$ cat config.mk
export PLATFORM = sky130hd
export DESIGN_NAME = srt_regs
export DESIGN_NICKNAME = d
export VERILOG_FILES = /design/src/design/srt_pkg.sv /design/src/design/srt_regs.sv
export SDC_FILE = /design/constraint.sdc
export NUM_CORES = 1
export LEC_CHECK = 0
export ABC_AREA = 1
export BUFFER_PORTS_ARGS = -buffer_cell sky130_fd_sc_hd__buf_4
export CAP_MARGIN = 20
export CORE_MARGIN = 3
export CORE_UTILIZATION = 31
export DETAILED_ROUTE_END_ITERATION = 16
export PLACE_DENSITY = 0.8
export SLEW_MARGIN = 15
export SYNTH_ARGS = -nofsm -noshare
export SYNTH_HDL_FRONTEND = slang
export SYNTH_SLANG_ARGS = --single-unit
$ cat constraint.sdc
create_clock -name clk -period 0.94 [get_ports clk]
set_input_delay 0.188 -clock clk [delete_from_list [all_inputs] [get_ports clk]]
set_output_delay 0.188 -clock clk [all_outputs]
set_load 0.05 [all_outputs]
$ cat src/design/srt_pkg.sv
// Shared types, constants and helpers for the server registry table.
// No dependencies; all design files but srt_ram refer to it by scoped names.
package srt_pkg;

  // Table geometry
  localparam int TABLE_SLOTS = 64;
  localparam int IDX_W       = $clog2(TABLE_SLOTS);
  localparam int CNT_W       = $clog2(TABLE_SLOTS + 1);
  localparam int CFG_W       = 7;
  localparam int LIM_W       = (CNT_W > CFG_W) ? CNT_W : CFG_W;

  localparam logic [CFG_W-1:0] SLOTS_RESET = 7'd64;
  localparam logic [6:0]       LOAD_MAX    = 7'd100;

  // Configuration port
  localparam int PADDR_W = 3;
  localparam int PDATA_W = 32;
  localparam logic [PADDR_W-3:0] REG_SLOTS_IN_USE = 1'b0;

  // Action codes; codes above ACT_SET_LOAD are ignored
  typedef enum logic [2:0] {
    ACT_REGISTER      = 3'd0,
    ACT_UPDATE_LOAD   = 3'd1,
    ACT_UNREGISTER    = 3'd2,
    ACT_RESET_METRICS = 3'd3,
    ACT_SET_STAGE     = 3'd4,
    ACT_SET_LOAD      = 3'd5
  } action_t;

  typedef enum logic [1:0] {
    STAT_EXISTING  = 2'd0,
    STAT_INSERTED  = 2'd1,
    STAT_NOT_FOUND = 2'd2,
    STAT_FULL      = 2'd3
  } status_t;

  typedef enum logic [1:0] {
    ST_IDLE,
    ST_SCAN,
    ST_DATA_RD,
    ST_WRITE
  } state_t;

  // Input beat
  typedef struct packed {
    logic [2:0]  action;
    logic [63:0] host_key;
    logic [15:0] port_number;
    logic [31:0] free_space_mb;
    logic [7:0]  utilization;
    logic [7:0]  machine_load;
    logic        stage_on;
    logic [31:0] now_ms;
  } item_t;

  // Result beat
  typedef struct packed {
    status_t     status;
    logic [5:0]  slot_index;
    logic [31:0] full_drops;
  } result_t;

  // Key memory word
  typedef struct packed {
    logic [63:0] host;
    logic [15:0] port;
  } slot_key_t;

  // Data memory word
  typedef struct packed {
    logic [31:0] free_space;
    logic [7:0]  utilization;
    logic [31:0] seen_ms;
    logic [31:0] fault_state;
    logic [6:0]  load;
    logic        stage;
  } slot_data_t;

  // Active slot count: the configured value, capped at the table size
  function automatic logic [CNT_W-1:0] clamp_limit(logic [CFG_W-1:0] v);
    logic [LIM_W-1:0] wide;
    wide = LIM_W'(v);
    if (wide > LIM_W'(TABLE_SLOTS)) begin
      return CNT_W'(TABLE_SLOTS);
    end
    return CNT_W'(wide);
  endfunction

endpackage

$ cat src/design/srt_regs.sv
// APB-style configuration register block (slots_in_use).
// Depends on srt_pkg.
module srt_regs (
  input  logic                          clk,
  input  logic                          rst,
  input  logic                          psel,
  input  logic                          penable,
  input  logic                          pwrite,
  input  logic [srt_pkg::PADDR_W-1:0]   paddr,
  input  logic [srt_pkg::PDATA_W-1:0]   pwdata,
  output logic [srt_pkg::PDATA_W-1:0]   prdata,
  output logic                          pready,
  output logic [srt_pkg::CFG_W-1:0]     slots_in_use
);

  logic sel_slots;

  assign pready    = 1'b1;
  assign sel_slots = (paddr[srt_pkg::PADDR_W-1:2] == srt_pkg::REG_SLOTS_IN_USE);

  // register write on the access phase
  always_ff @(posedge clk) begin
    if (rst) begin
      slots_in_use <= srt_pkg::SLOTS_RESET;
    end else if (psel && penable && pwrite && sel_slots) begin
      slots_in_use <= pwdata[srt_pkg::CFG_W-1:0];
    end
  end

  // read back
  assign prdata = sel_slots ? srt_pkg::PDATA_W'(slots_in_use) : '0;

endmodule

# Word-level counts from Yosys, hierarchy flattened
# Index checks and enable logic that the tools add are counted.
# classes
addsub	0
mul	0
n_div	0
magnitude_cmp	0
n_eq_ne	0
n_shift	0
mux	1
bitwise	1
reduce_logical	3
# op_table
operator	count
$mux W7	1
$logic_and A1 B1 Y1	3
$not A1 Y1	1
# totals
ff_bits	7
latch_bits	0
mem_bits_rw	0
rom_bits	0
inputBits	40
memories	0

# Logic depth before layout (Yosys ltp)
# logic_depth
word_depth	3
depth_mapped	6

# Least setup slack after synthesis
# Ideal clock, no wire load.
# synth_path
path_type	reg-to-output
from	register slots_in_use[0] (netlist bit)
to	output port prdata[0] (netlist bit)
t_arrival_ps	1364
slack_ps	-612
stages_incl_launch_ff	3
cell_sequence	dfxtp_1 > inv_1 > nor2_1
# synth_via
elab_chain_len	1
# synth_rtl
item	line_no	source
from (decl)	srt_regs.sv:13	output logic [srt_pkg::CFG_W-1:0] slots_in_use
from (signal assigned)	srt_regs.sv:24	slots_in_use <= srt_pkg::SLOTS_RESET;
from (signal assigned)	srt_regs.sv:26	slots_in_use <= pwdata[srt_pkg::CFG_W-1:0];
$mux W7	srt_regs.sv:31	assign prdata = sel_slots ? srt_pkg::PDATA_W'(slots_in_use) : '0;
to (decl)	srt_regs.sv:11	output logic [srt_pkg::PDATA_W-1:0] prdata,
# Every way passes these cells.

# Final worst setup path
# layout_path
from	register slots_in_use[4] (netlist bit)
to	output port prdata[4] (netlist bit)
# The elaborated chain is that of the path after synthesis.

==> results by group <==
Setup path
  • Worst-path cell chain: inv_2, nor2_4, buf_6
  • Setup CP Type: flop to output pin
  • R2R Setup Slk: 320 ps
  • Cell depth of the worst flop-to-flop path: 2
  • CP Capture Type: output pin
  • Worst r2r src: slots_in_use[1]
  • Crit Path Max Fanout: 3
  • WP data required: 750 ps
  • Setup crit start kind: flop
  • Slowest CP cell: dfxtp_4
  • R2r endpoint: slots_in_use[1]
  • Max incr delay on CP: roughly 360 ps
  • WP data arrival: 910 ps

Yosys
  • #FFs+latches synth: 7
  • Top cells by area, synth: buf_4 (32%), dfxtp_1 (23%), nor2_1 (12%)
  • Seq/Total Area, Yosys: 0.231
  • Dominant cell type by area after synthesis: buf_4
  • Post-Syn Area: 606 um2
  • Netlist cell types: 15
  • Syn_area_per_cell: 6.65 um2
  • Mapped Cells: 91
  • Yosys warnings: 0
  • Synth top area share: 0.322

Clock tree
  • H-tree depth: 1
  • Clk slew on worst S/H paths: around 50 ps
  • # hold bufs at CTS: 0
  • Worst-skew pair later-pin latency: around 260 ps
  • Clock root cell: clkbuf_4
  • Clk buf depth: 2
  • CTS Sinks: 7
  • CTS tree: built
  • TritonCTS buffer count: 3

Run status
  • Status: finished with violations
  • Failing checks: setup timing

STA
  • Clk_skew: 0 ps
  • Setup ws final: -158 ps
  • Final worst path period share: 1.17
  • RSZ-0062 raised after global routing: true
  • Hold_ws: 157 ps
  • Highest clock rate: 911 MHz
  • Final setup violation count: 14
  • Final hold vios: 0
  • Post-route minimum period: 1100 ps
  • Slew Viols, Final: 0

Routing
  • Vias: 548
  • Iteration count of the initial detailed-routing pass: 4
  • Vias per cell: around 3.8
  • WL/cell: around 9.5 um
  • Remaining DRCs: 0
  • Antenna Violating Nets Remaining: 0
  • Iteration-0 DRC Markers: 1
  • Final wirelength: 1380 um

Cells and area
  • Most frequent cells in the layout: conb_1 (26), buf_4 (14), nor2_1 (12)
  • Antenna cells: 0
  • Reg with most FFs: slots_in_use
  • Layout Area Growth over Synthesis: 51.0%
  • Final #Nets: ~160
  • Commonest non-fill, non-tap cell in the layout: conb_1
  • Largest register FFs: 7
  • Largest regs: slots_in_use (7)
  • Layout cells sized above 1: 0.483
  • Fill count: 145
  • Finished Cell Area: between 900 and 1000 um2

Placement
  • Routability cong.: 0.740
  • Input/output buffers: 26
  • Post-DP HPWL: slightly below 1000 um
  • Placed cell areas: 795 um2

Die
  • Die width: 50.2 um
  • Core box area: between 1500 and 2000 um2
  • Die Span Y: about 50 um
  • Die Area: roughly 2500 um2
  • Num rows: 15
  • Starting Density: 0.340
  • Number of placed I/O pins: 80

Global route
  • Largest net degree at the start of global routing: 10
  • GRT Util Overall: 0.102
  • Via count of the first global-routing pass: about 480
  • Antenna violations before repair: 0
  • First-pass GRT wire length: 1940 um
  • Overflow after GRT: 0

Worst hold path
  • Hold EP: slots_in_use[6]
  • Worst min path class: input pin to flop
  • HP Start: pwdata[6]
  • Hold path depth: 3

Power and ir drop
  • Total power draw: 1080 uW
  • Static leakage: between 0.0004 and 0.0005 uW
  • Power Density: 1180 nW/um2
  • Max VDD drop: 0.000381 V

Flow run
  • Max-Cap Viols: 0
cells by family after synthesis:
kind of cell | count (synthesis) | share of synthesized area
AOI/OAI and AO/OA | 1 | 0.00826
buffers and inverters | 44 | 0.448
DFF | 7 | 0.231
other | 2 | 0.0124
and+or+nand+nor | 37 | 0.300
worst max-delay path, delay by kind of cell, from the launching register on:
family / cells / cell delay (ps)
and+or+nand+nor: 1 / 80
buffers and inverters: 2 / 210
DFF: 1 / 360
worst max-delay path by stage:
stage / slack (ps) / cells past startpoint / endpoint / from
floorplan: -20 / 2 / prdata[0] / slots_in_use[0]
global placement: 20 / 6 / slots_in_use[5] / paddr[2]
detailed placement: -1 / 6 / slots_in_use[0] / paddr[2]
CTS: -130 / 3 / prdata[2] / slots_in_use[2]
global route: -180 / 3 / prdata[5] / slots_in_use[5]
finish: -160 / 3 / prdata[4] / slots_in_use[4]
per-layer routing:
layer | routed length, um | global-route usage | vias to the layer above
met5 | 0 | 0 | -
met4 | 27 | 0.0599 | 0
met3 | 141 | 0.0326 | 3
met2 | 772 | 0.196 | 32
met1 | 437 | 0.0909 | 244
li1 | - | - | 269
power breakdown:
group	switching (uW)	internal, uW
Combinational	379	106
Sequential	11.8	295
Clock	121	163
cell type report:
type | count | area, um2 | share of cell area
timing repair buffer | 28 | 289 | 0.316
tap | 25 | 31.3 | 0.0342
multi-input combinational | 64 | 337 | 0.368
clock buffer | 4 | 26.3 | 0.0287
sequential | 7 | 166 | 0.182
inverter | 17 | 65.1 | 0.0711
per-stage QoR:
step | worst slack (ps) | utilization | TNS (ps) | std cells
3_5_place_dp | -1.09 | 0.446 | -1.09 | 139
3_3_place_gp | 21.3 | 0.446 | 0 | 139
2_1_floorplan | -19.1 | - | -133 | 115
6_report | -158 | 0.513 | -1300 | 145
4_1_cts | -129 | 0.490 | -1250 | 144
5_1_grt | -179 | 0.513 | -1620 | 145
synthesized netlist by cell type (all sizes together):
library cell,count
nor2,21
nand3,7
o21ai,1
inv,16
nand2,9
buf,27
dfxtp,7
clkinv,1
conb,2
timing repair:
action                     CTS  global route
cloned                       0             0
pin swaps                    7             0
resized for setup           12             9
setup buffers                1             1
setup endpoints to repair   14            14
Note: power is estimated with default switching activity, not from simulation.
